--- config.mk ---
export PLATFORM = sky130hd
export DESIGN_NAME = directory_byte_group_scrambler
export DESIGN_NICKNAME = d
export VERILOG_FILES = /design/src/rtl/dbgs_pkg.sv /design/src/rtl/directory_byte_group_scrambler.sv /design/src/rtl/dbgs_front.sv /design/src/rtl/dbgs_queue.sv /design/src/rtl/dbgs_back.sv
export SDC_FILE = /design/constraint.sdc
export NUM_CORES = 1
export LEC_CHECK = 0
export ABC_CLOCK_PERIOD_IN_PS = 3100
export BUFFER_PORTS_ARGS = -buffer_cell sky130_fd_sc_hd__buf_2
export CORE_ASPECT_RATIO = 1.75
export CORE_MARGIN = 4
export CORE_UTILIZATION = 50
export DETAILED_ROUTE_END_ITERATION = 16
export PLACE_DENSITY = 0.75
export SLEW_MARGIN = 20
export SYNTH_ARGS = -nofsm -noshare
export SYNTH_HDL_FRONTEND = slang
export SYNTH_SLANG_ARGS = --single-unit
--- constraint.sdc ---
create_clock -name i_clk -period 3.1 [get_ports i_clk]
set_input_delay 0.155 -clock i_clk [delete_from_list [all_inputs] [get_ports i_clk]]
set_output_delay 0.155 -clock i_clk [all_outputs]
set_load 0.01 [all_outputs]
--- src/rtl/dbgs_pkg.sv ---
// ----------------------------------------------------------------------------
// Directory byte group scrambler package
// Shared item types, group descriptor, configuration indexes and sizes.
// ----------------------------------------------------------------------------
package dbgs_pkg;

    localparam int unsigned GROUP_BYTES = 4;
    localparam int unsigned HELD_BYTES  = GROUP_BYTES - 1;
    localparam int unsigned QUEUE_DEPTH = 2;

    localparam int unsigned CFG_IDX_W  = 1;
    localparam int unsigned CFG_DATA_W = 1;

    localparam logic [CFG_IDX_W-1:0] CFG_FORMAT_VERSION = 1'b0;
    localparam logic [CFG_IDX_W-1:0] CFG_DIRECTION      = 1'b1;

    typedef struct packed {
        logic [7:0] in_byte;
        logic       last_byte;
    } t_in_item;

    typedef struct packed {
        logic [7:0] out_byte;
        logic       out_last;
    } t_out_item;

    typedef struct packed {
        logic v3;
        logic enc;
    } t_cfg;

    typedef struct packed {
        logic [GROUP_BYTES-1:0][7:0] bytes;
        logic [1:0]                  count_m1;
        logic                        last;
        t_cfg                        cfg;
    } t_group;

endpackage

--- src/rtl/directory_byte_group_scrambler.sv ---
// ----------------------------------------------------------------------------
// Directory byte group scrambler
// Scrambles or unscrambles a directory byte stream in groups of four bytes.
// ----------------------------------------------------------------------------
// Input channel: one byte per item with a last-byte flag, valid/ready.
// Output channel: one transformed byte per item with a last flag, valid/ready.
// Bytes are held until a group of four completes or the last byte arrives;
// then one result per held byte comes out in stream order.
// A closed group is written into the queue, popped into the back end's result register,
// and its bytes then pass through the output register one per cycle while the receiver is ready.
// Throughput: one byte per cycle in and out unless the receiver stalls, set by the single output
// register of the back end; a two-group queue separates front and back.
// Configuration: write format_version (index 0) and direction (index 1)
// through the write port while no stream is in flight.
// Reset clears the fill count, the queue and the output stage; both
// configuration registers return to zero (version 2, decode).
// When the receiver stalls, the output holds, the back end waits, the queue
// fills, and then input ready drops.
// ----------------------------------------------------------------------------
module directory_byte_group_scrambler (
    input  logic                                i_clk,
    input  logic                                i_rst_n,
    input  logic                                i_cfg_we,
    input  logic [dbgs_pkg::CFG_IDX_W-1:0]      i_cfg_index,
    input  logic [dbgs_pkg::CFG_DATA_W-1:0]     i_cfg_data,
    input  logic                                i_in_valid,
    output logic                                o_in_ready,
    input  dbgs_pkg::t_in_item                  i_in_item,
    output logic                                o_out_valid,
    input  logic                                i_out_ready,
    output dbgs_pkg::t_out_item                 o_out_item
);

    dbgs_pkg::t_cfg   r_cfg;
    logic             q_full;
    logic             q_push;
    dbgs_pkg::t_group q_in_group;
    logic             q_pop;
    logic             q_valid;
    dbgs_pkg::t_group q_out_group;

    always_ff @(posedge i_clk) begin
        if (!i_rst_n) begin
            r_cfg <= '0;
        end else if (i_cfg_we) begin
            unique case (i_cfg_index)
                dbgs_pkg::CFG_FORMAT_VERSION: r_cfg.v3  <= i_cfg_data[0];
                dbgs_pkg::CFG_DIRECTION:      r_cfg.enc <= i_cfg_data[0];
                default: begin
                end
            endcase
        end
    end

    dbgs_front u_front (
        .i_clk      (i_clk),
        .i_rst_n    (i_rst_n),
        .i_in_valid (i_in_valid),
        .o_in_ready (o_in_ready),
        .i_in_item  (i_in_item),
        .i_cfg      (r_cfg),
        .i_q_full   (q_full),
        .o_q_push   (q_push),
        .o_q_group  (q_in_group)
    );

    dbgs_queue u_queue (
        .i_clk   (i_clk),
        .i_rst_n (i_rst_n),
        .i_push  (q_push),
        .i_group (q_in_group),
        .o_full  (q_full),
        .i_pop   (q_pop),
        .o_valid (q_valid),
        .o_group (q_out_group)
    );

    dbgs_back u_back (
        .i_clk       (i_clk),
        .i_rst_n     (i_rst_n),
        .i_q_valid   (q_valid),
        .i_q_group   (q_out_group),
        .o_q_pop     (q_pop),
        .o_out_valid (o_out_valid),
        .i_out_ready (i_out_ready),
        .o_out_item  (o_out_item)
    );

endmodule

--- src/rtl/dbgs_front.sv ---
// ----------------------------------------------------------------------------
// Directory byte group scrambler front end
// Accepts bytes, holds up to three, and hands a complete group or tail on.
// ----------------------------------------------------------------------------
module dbgs_front (
    input  logic              i_clk,
    input  logic              i_rst_n,
    input  logic              i_in_valid,
    output logic              o_in_ready,
    input  dbgs_pkg::t_in_item i_in_item,
    input  dbgs_pkg::t_cfg    i_cfg,
    input  logic              i_q_full,
    output logic              o_q_push,
    output dbgs_pkg::t_group  o_q_group
);

    logic [dbgs_pkg::HELD_BYTES-1:0][7:0] r_buf;
    logic [1:0]                           r_fill;
    logic [1:0]                           n_fill;
    logic                                 accept;
    logic                                 close;

    assign o_in_ready = !i_q_full;
    assign accept     = i_in_valid && o_in_ready;
    assign close      = (r_fill == 2'd3) || i_in_item.last_byte;
    assign o_q_push   = accept && close;

    always_comb begin
        for (int i = 0; i < dbgs_pkg::HELD_BYTES; i++) begin
            if (i < int'(r_fill)) begin
                o_q_group.bytes[i] = r_buf[i];
            end else begin
                o_q_group.bytes[i] = i_in_item.in_byte;
            end
        end
        o_q_group.bytes[dbgs_pkg::GROUP_BYTES-1] = i_in_item.in_byte;
        o_q_group.count_m1 = r_fill;
        o_q_group.last     = i_in_item.last_byte;
        o_q_group.cfg      = i_cfg;
    end

    always_comb begin
        n_fill = r_fill;
        if (accept) begin
            n_fill = close ? 2'd0 : r_fill + 2'd1;
        end
    end

    always_ff @(posedge i_clk) begin
        if (!i_rst_n) begin
            r_fill <= 2'd0;
        end else begin
            r_fill <= n_fill;
        end
    end

    always_ff @(posedge i_clk) begin
        if (accept && !close) begin
            r_buf[r_fill] <= i_in_item.in_byte;
        end
    end

endmodule

--- src/rtl/dbgs_queue.sv ---
// ----------------------------------------------------------------------------
// Directory byte group scrambler queue
// Short group queue between front end and back end.
// ----------------------------------------------------------------------------
module dbgs_queue (
    input  logic             i_clk,
    input  logic             i_rst_n,
    input  logic             i_push,
    input  dbgs_pkg::t_group i_group,
    output logic             o_full,
    input  logic             i_pop,
    output logic             o_valid,
    output dbgs_pkg::t_group o_group
);

    localparam int unsigned PTR_W = $clog2(dbgs_pkg::QUEUE_DEPTH);
    localparam int unsigned CNT_W = $clog2(dbgs_pkg::QUEUE_DEPTH + 1);

    dbgs_pkg::t_group r_mem [dbgs_pkg::QUEUE_DEPTH];
    logic [PTR_W-1:0] r_wr_ptr;
    logic [PTR_W-1:0] r_rd_ptr;
    logic [CNT_W-1:0] r_count;
    logic             do_push;
    logic             do_pop;

    assign o_full  = (r_count == CNT_W'(dbgs_pkg::QUEUE_DEPTH));
    assign o_valid = (r_count != '0);
    assign o_group = r_mem[r_rd_ptr];
    assign do_push = i_push && !o_full;
    assign do_pop  = i_pop && o_valid;

    always_ff @(posedge i_clk) begin
        if (!i_rst_n) begin
            r_wr_ptr <= '0;
            r_rd_ptr <= '0;
            r_count  <= '0;
        end else begin
            if (do_push) begin
                r_wr_ptr <= (r_wr_ptr == PTR_W'(dbgs_pkg::QUEUE_DEPTH - 1)) ? '0 : r_wr_ptr + 1'b1;
            end
            if (do_pop) begin
                r_rd_ptr <= (r_rd_ptr == PTR_W'(dbgs_pkg::QUEUE_DEPTH - 1)) ? '0 : r_rd_ptr + 1'b1;
            end
            if (do_push && !do_pop) begin
                r_count <= r_count + 1'b1;
            end else if (do_pop && !do_push) begin
                r_count <= r_count - 1'b1;
            end
        end
    end

    always_ff @(posedge i_clk) begin
        if (do_push) begin
            r_mem[r_wr_ptr] <= i_group;
        end
    end

endmodule

--- src/rtl/dbgs_back.sv ---
// ----------------------------------------------------------------------------
// Directory byte group scrambler back end
// Permutes and inverts bytes of a group; emits one per cycle unless stalled.
// ----------------------------------------------------------------------------
module dbgs_back (
    input  logic                i_clk,
    input  logic                i_rst_n,
    input  logic                i_q_valid,
    input  dbgs_pkg::t_group    i_q_group,
    output logic                o_q_pop,
    output logic                o_out_valid,
    input  logic                i_out_ready,
    output dbgs_pkg::t_out_item o_out_item
);

    logic [dbgs_pkg::GROUP_BYTES-1:0][7:0] r_res;
    logic [dbgs_pkg::GROUP_BYTES-1:0][7:0] res;
    logic [1:0]                            r_idx;
    logic [1:0]                            r_n_m1;
    logic                                  r_last;
    logic                                  r_busy;
    logic                                  r_out_valid;
    dbgs_pkg::t_out_item                   r_out;
    logic                                  advance;
    logic                                  finish;

    always_comb begin
        logic [dbgs_pkg::GROUP_BYTES-1:0][7:0] b;
        b   = i_q_group.bytes;
        res = ~b;
        if (i_q_group.count_m1 == 2'd3) begin
            res[0] = ~b[2];
            res[1] = ~b[3];
            res[2] = ~b[0];
            res[3] = ~b[1];
            if (i_q_group.cfg.v3 && !i_q_group.cfg.enc) begin
                res[2] = b[0];
            end else if (i_q_group.cfg.v3) begin
                res[0] = b[2];
            end
        end else if (i_q_group.cfg.v3) begin
            unique case (i_q_group.count_m1)
                2'd0: begin
                    res[0] = b[0];
                end
                2'd1: begin
                    res[0] = b[0];
                    res[1] = ~b[1];
                end
                default: begin
                    if (!i_q_group.cfg.enc) begin
                        res[0] = ~b[2];
                        res[1] = b[0];
                        res[2] = ~b[1];
                    end else begin
                        res[0] = b[1];
                        res[1] = ~b[2];
                        res[2] = ~b[0];
                    end
                end
            endcase
        end
    end

    assign advance     = !r_out_valid || i_out_ready;
    assign finish      = advance && r_busy && (r_idx == r_n_m1);
    assign o_q_pop     = i_q_valid && (!r_busy || finish);
    assign o_out_valid = r_out_valid;
    assign o_out_item  = r_out;

    always_ff @(posedge i_clk) begin
        if (!i_rst_n) begin
            r_busy      <= 1'b0;
            r_idx       <= 2'd0;
            r_out_valid <= 1'b0;
        end else begin
            if (advance) begin
                r_out_valid <= r_busy;
            end
            if (o_q_pop) begin
                r_busy <= 1'b1;
                r_idx  <= 2'd0;
            end else if (finish) begin
                r_busy <= 1'b0;
                r_idx  <= 2'd0;
            end else if (advance && r_busy) begin
                r_idx <= r_idx + 2'd1;
            end
        end
    end

    always_ff @(posedge i_clk) begin
        if (o_q_pop) begin
            r_res  <= res;
            r_n_m1 <= i_q_group.count_m1;
            r_last <= i_q_group.last;
        end
        if (advance && r_busy) begin
            r_out.out_byte <= r_res[r_idx];
            r_out.out_last <= r_last && (r_idx == r_n_m1);
        end
    end

`ifndef ASSERT_OFF
    a_idx_in_range: assert property (@(posedge i_clk) disable iff (!i_rst_n)
        r_busy |-> (r_idx <= r_n_m1))
        else $error("byte index past group size");

    a_idle_idx_zero: assert property (@(posedge i_clk) disable iff (!i_rst_n)
        !r_busy |-> (r_idx == 2'd0))
        else $error("byte index nonzero while idle");

    a_pop_loads: assert property (@(posedge i_clk) disable iff (!i_rst_n)
        o_q_pop |=> (r_busy && r_idx == 2'd0))
        else $error("popped group not loaded");

    a_last_ends_group: assert property (@(posedge i_clk) disable iff (!i_rst_n)
        (advance && r_busy && r_last && r_idx == r_n_m1) |=> r_out.out_last)
        else $error("final byte missing last flag");
`endif

endmodule

### Yosys cells after proc, flatten, opt, wreduce, memory -nomap -nowiden

Memory sizes are Yosys's and may differ from the RTL's. A register that Yosys moved wholly into a read port is not among the register bits.
Index checks and enable logic that the tools add are counted.
W data, S select, Z words.

* register bits after elaboration: 80
* bits in writable memories: 74
* memories kept: 1
* output and inout port bits: 11

Memory list
* u_queue.r_mem: depth 2, width 37, rd ports 1, clocked after memory_dff 1, write ports 1, line dbgs_queue.sv:19 `dbgs_pkg::t_group r_mem [dbgs_pkg::QUEUE_DEPTH];`

* reduce and logical (&&, ||, !) cells: 31
* magnitude comparators: 6
* muxes and demuxes: 29
* eq/ne operators: 5
* add/sub/neg operators: 6
* bitwise operators: 7

Operator list (number)
* $mux W8: 11
* $mux W24: 3
* $not A32 Y32: 1
* $not A8 Y8: 4
* $bwmux W24: 1
* $bmux W8 S2: 1
* $demux W8 S2: 1
* $pmux W8 S2: 1
* $logic_and A1 B1 Y1: 13
* $mux W1: 8
* $logic_not A1 Y1: 7
* $add A2 B1 Y2 const B: 3
* $eq A2 B2 Y1 const B: 3
* $lt A2 B3 Y1 const B: 2
* $mux W2: 3
* $reduce_bool A2 Y1: 3
* $lt A1 B2 Y1 const A: 2
* $reduce_and A2 Y1: 2
* $logic_or A1 B1 Y1: 3
* $reduce_or A3 Y1: 1
* $add A1 B1 Y1 const B: 2
* $eq A2 B1 Y1 const B: 1
* $eq A2 B2 Y1: 1
* $ge A2 B1 Y1 const B: 1
* 5 further kinds: 6

### Longest topological paths before layout

* depth in word-level cells: 10
* mapped depth: 8

### Cells and area by module

Synthesis repeated with hierarchy kept, for this count alone.

* cells, all modules: 503
* area total of the unflattened synthesis: 7199.4 µm²

Modules (own cells, without submodules)
* dbgs_back: area an instance 2915.3 µm², seq. area each 1401.3 µm², instances 1, cells an instance 270
* dbgs_queue: area an instance 2914.0 µm², seq. area each 2322.2 µm², instances 1, cells an instance 140
* dbgs_front: area an instance 1278.7 µm², seq. area each 760.7 µm², instances 1, cells an instance 84
* directory_byte_group_scrambler: area an instance 91.3 µm², seq. area each 40.0 µm², instances 1, cells an instance 9

### Worst setup path after synthesis

No wires, ideal clock.

* kind: reg-to-reg
* from: register u_queue.r_count[0]
* to: memory u_queue.r_mem[0][0] (netlist name), enable pin
* path slack: 0.309 ns
* required time: 2.669 ns
* stages on the path, launching flop included: 4
* period minus slack after synthesis: 2.791 ns
* data arrival time: 2.360 ns
* library setup time: 0.431 ns
* cells stage by stage: dfxtp_1 -> nand2b_1 -> nand3b_1 -> nor2_1

* word-level cells in the longest chain between the ends: 7

Ends and longest elaborated chain
* start, declared: line dbgs_queue.sv:22 `logic [CNT_W-1:0] r_count;`
* start signal, assigned: line dbgs_queue.sv:45 `r_count <= r_count + 1'b1;`
* start signal, assigned: line dbgs_queue.sv:47 `r_count <= r_count - 1'b1;`
* $eq A2 B2 Y1 *: line dbgs_queue.sv:26 `assign o_full = (r_count == CNT_W'(dbgs_pkg::QUEUE_DEPTH));`
* $logic_not A1 Y1 *: line dbgs_front.sv:23 `assign o_in_ready = !i_q_full;`
* named net o_in_ready: line directory_byte_group_scrambler.sv:27 `output logic o_in_ready,`
* $logic_and A1 B1 Y1: line dbgs_front.sv:24 `assign accept = i_in_valid && o_in_ready;`
* $logic_and A1 B1 Y1: line dbgs_front.sv:26 `assign o_q_push = accept && close;`
* $logic_and A1 B1 Y1 *: line dbgs_queue.sv:29 `assign do_push = i_push && !o_full;`
* $mux W1 *: line dbgs_queue.sv:53 `if (do_push) begin`
* $mux W1 (implied by the code) *: line dbgs_queue.sv:54 `r_mem[r_wr_ptr] <= i_group;`
* end, declared: line dbgs_queue.sv:19

The timed path passes the listed nets; every way through them passes the cells marked *.

==> run summary <==
Outcome: finished clean
Mapped cell area: 7130 um^2
GR Util All Layers: 16.0%
RSZ-0062 raised after global routing: no
Synth-to-Final Area Change: 11.6%
Largest net degree at the start of global routing: 57
First-pass GRT wire length: 20700 um
Final Max Slew Viols: 0
Vias/cell: 5.76
DIE HEIGHT: 166 um
Ports: 27
Final Non-Filler Cells: 703
Wirelength per Cell: 18.1 um
CP endpoint kind: register
Via count: 4049
Finish-stage setup viols: 0
Sink Count: 155
Xor-xnor portion of the synthesized cell area: 2.70%
Post-Synth Simple-Gate Area: 6.65%
Die area: 16300 um^2
Power per standard cell area: 888 nW/um^2
Required @ worst endpoint: 3.36 ns
Diode count: 0
Post-DRT Antenna Nets: 0
H-tree depth: 4
Placed cell count: 670
# hold bufs at CTS: 1
#FFs+latches synth: 155
P_int: 4.93 mW
Max Fanout on Critical Path: 35
Synth async-reset ratio: 0%
Sequential share of power: 44.1%
Setup CP Type: register to register
Switch Pwr: 2.14 mW
Fin crit period: 2.43 ns
Max-Cap Viols: 0
Place WS: 0.755 ns
Final net count: 535
Total grt overflow: 0
Input/output buffers: 26
Most common cell after layout, fill and taps aside: edfxtp_1
Final Power: 7.07 mW
Comb pwr share: 27.5%
GPL Wtd Cong: 0.867
Synth Area in Compound Gates: 7.29%
Post-synth cell types: 44
Row count: 57
CP endpoint: u_back.r_res[6]
# resized after CTS: 0
Total Neg Setup Slack: 0 ns
Initial Util: 51.2%
Clk_lat worst skew: 0.42 ns
Most frequent cells in the layout: 142 x edfxtp_1, 39 x nand2_1, 30 x mux2_2, 26 x buf_2, 25 x mux2i_1
Peak VDD IR: 0.000428 V
Largest family of logic cells by synthesized area: multiplexers
CTS root buf: clkbuf_16
YS warnings: 0
Post-synthesis sequential area ratio: 63.5%
Total wire length: 12700 um
Mux share of post-synthesis cell area: 15.4%
Fin worst setup slack: 0.666 ns
Syn Area/Cell: 14.6 um^2
Post-Syn Instances: 487
DRC: 0
Reg2Reg Depth: 5
Dpl hpwl: 8700 um
Final hold viol count: 0
Vias in the first global route: 4137
Initial antenna violation count: 0
Maximum root-to-sink buffer count: 2
Die width: 98.2 um
Post-Route Utilization: 57.2%
Reg-to-Reg End: u_back.r_res[6]
Slew HR: 30.0%
Clock share of power: 28.4%
Reg clk slew, reported paths: 0.06 ns
CTS tree: yes
Fmax: 411 MHz
Synthesized net count: 509
Initial DRC count: 263
Post-CTS setup buffer count: 0
FF-to-FF setup slack: 0.67 ns
Tightest Pin Transition: 1.02 ns
Crit path arrival time: 2.70 ns
Fraction of layout cells with a size suffix above 1: 23.8%
Clock Skews: 0.00678 ns
Primary FF master, synth: edfxtp_1
Adder-Cell Fraction of Synth Area: 1.05%
Detailed Routing Iterations Pass 1: 5
Crit share post-route: 78.5%
LEAKAGE: 2.71 nW
EDFF count, synth: 142
Core footprint: 13900 um^2
CTS Buf Count: 17
Startpoint Class: register
Switching Share: 30.3%
Worst Hold Class: input pin to register
[synthesized netlist by cell type, types with 5 or more instances]
cell type	number	area (um^2)
edfxtp_1	142	4260
nand2_1	39	146
mux2_2	30	338
mux2i_1	25	250
nor2_1	23	86.3
inv_1	17	63.8
o22ai_1	17	106
xnor2_1	17	149
mux4_2	16	360
o21ai_0	15	75.1
dfxtp_1	13	260
o211ai_1	13	97.6
a21oi_1	12	60.1
a31oi_1	9	56.3
and3_1	9	56.3
clkbuf_1	9	33.8
nand3_1	9	45.0
buf_2	8	40.0
mux2i_2	8	110
ha_1	6	75.1
nand2b_1	6	37.5
a211oi_1	5	37.5
and2_1	5	31.3
buf_4	5	37.5
xor2_1	5	43.8
[worst max-delay path: stages, from the launching register on]
cell     delay, ns
dfxtp_4       0.74
mux2i_1       0.91
inv_1         0.19
o21ai_0       0.23
a31oi_1       0.07
o22ai_1       0.14
[area by class of cell]
cell class | instances | area [um^2]
fill | 1080 | 5950
sequential | 155 | 4530
multi-input combinational | 288 | 2370
clock buffer | 18 | 429
tap | 177 | 221
timing repair buffer | 34 | 193
clock inverter | 14 | 145
inverter | 17 | 63.8
[registers in the layout (all words and copies together) (netlist names), named ones only]
name / cells
u_queue.r_mem: 74
u_back.r_res: 32
u_front.r_buf: 24
u_back.o_out_item: 9
r_cfg: 2
u_back.r_idx: 2
u_back.r_n_m1: 2
u_front.r_fill: 2
u_queue.r_count: 2
u_back.o_out_valid: 1
u_back.r_busy: 1
u_back.r_last: 1
u_queue.r_rd_ptr: 1
u_queue.r_wr_ptr: 1
[power by group through the flow]
stage | combinational, mW | clock (mW) | sequential (mW)
floorplan | 1.69 | 0 | 3.04
detailed placement | 1.91 | 0 | 3.17
global placement | 1.82 | 0 | 3.15
global route | 2.11 | 2.13 | 3.17
finish | 1.94 | 2.00 | 3.12
CTS | 1.93 | 2.03 | 3.13
[metal layers]
layer  global-route usage (%)  part of all wire, %  vias up  wire length [um]
met5                        0                    0        -                 0
met3                     3.11                  3.8       32               485
met2                     27.7                   54      124              6870
met4                     8.26                  2.8        0               361
met1                     18.8                   39     1981              4980
li1                         -                    -     1912                 -
[how the worst min path moves through the flow]
| stage | end | depth (start not counted) | startpoint | slack, ns |
|---|---|---|---|---|
| 2_1_floorplan | u_front.r_buf[0] | 0 | i_in_item[1] | 0.25 |
| 5_1_grt | u_front.r_buf[8] | 1 | i_in_item[1] | 0.02 |
| 4_1_cts | u_front.r_buf[0] | 1 | i_in_item[1] | 0.001 |
| 3_3_place_gp | u_queue.r_mem[0][2] | 1 | i_in_item[0] | 0.36 |
| 6_report | u_front.r_buf[0] | 1 | i_in_item[1] | 0.01 |
| 3_5_place_dp | u_queue.r_mem[1][2] | 1 | i_in_item[0] | 0.38 |
[kinds of logic after synthesis]
group | Yosys count
buf+inv | 44
compound gates | 78
simple gates | 101
fa+ha+maj | 6
xor+xnor | 22
mux | 81
flops | 155
[per-stage QoR]
step	hold WS (ns)	cell area (um^2)
global placement	0.363	7370
floorplan	0.254	7130
detailed placement	0.380	7370
finish	0.0125	7960
global route	0.0174	7960
CTS	0.00100	7960
Note: power is estimated with default switching activity, not from simulation.
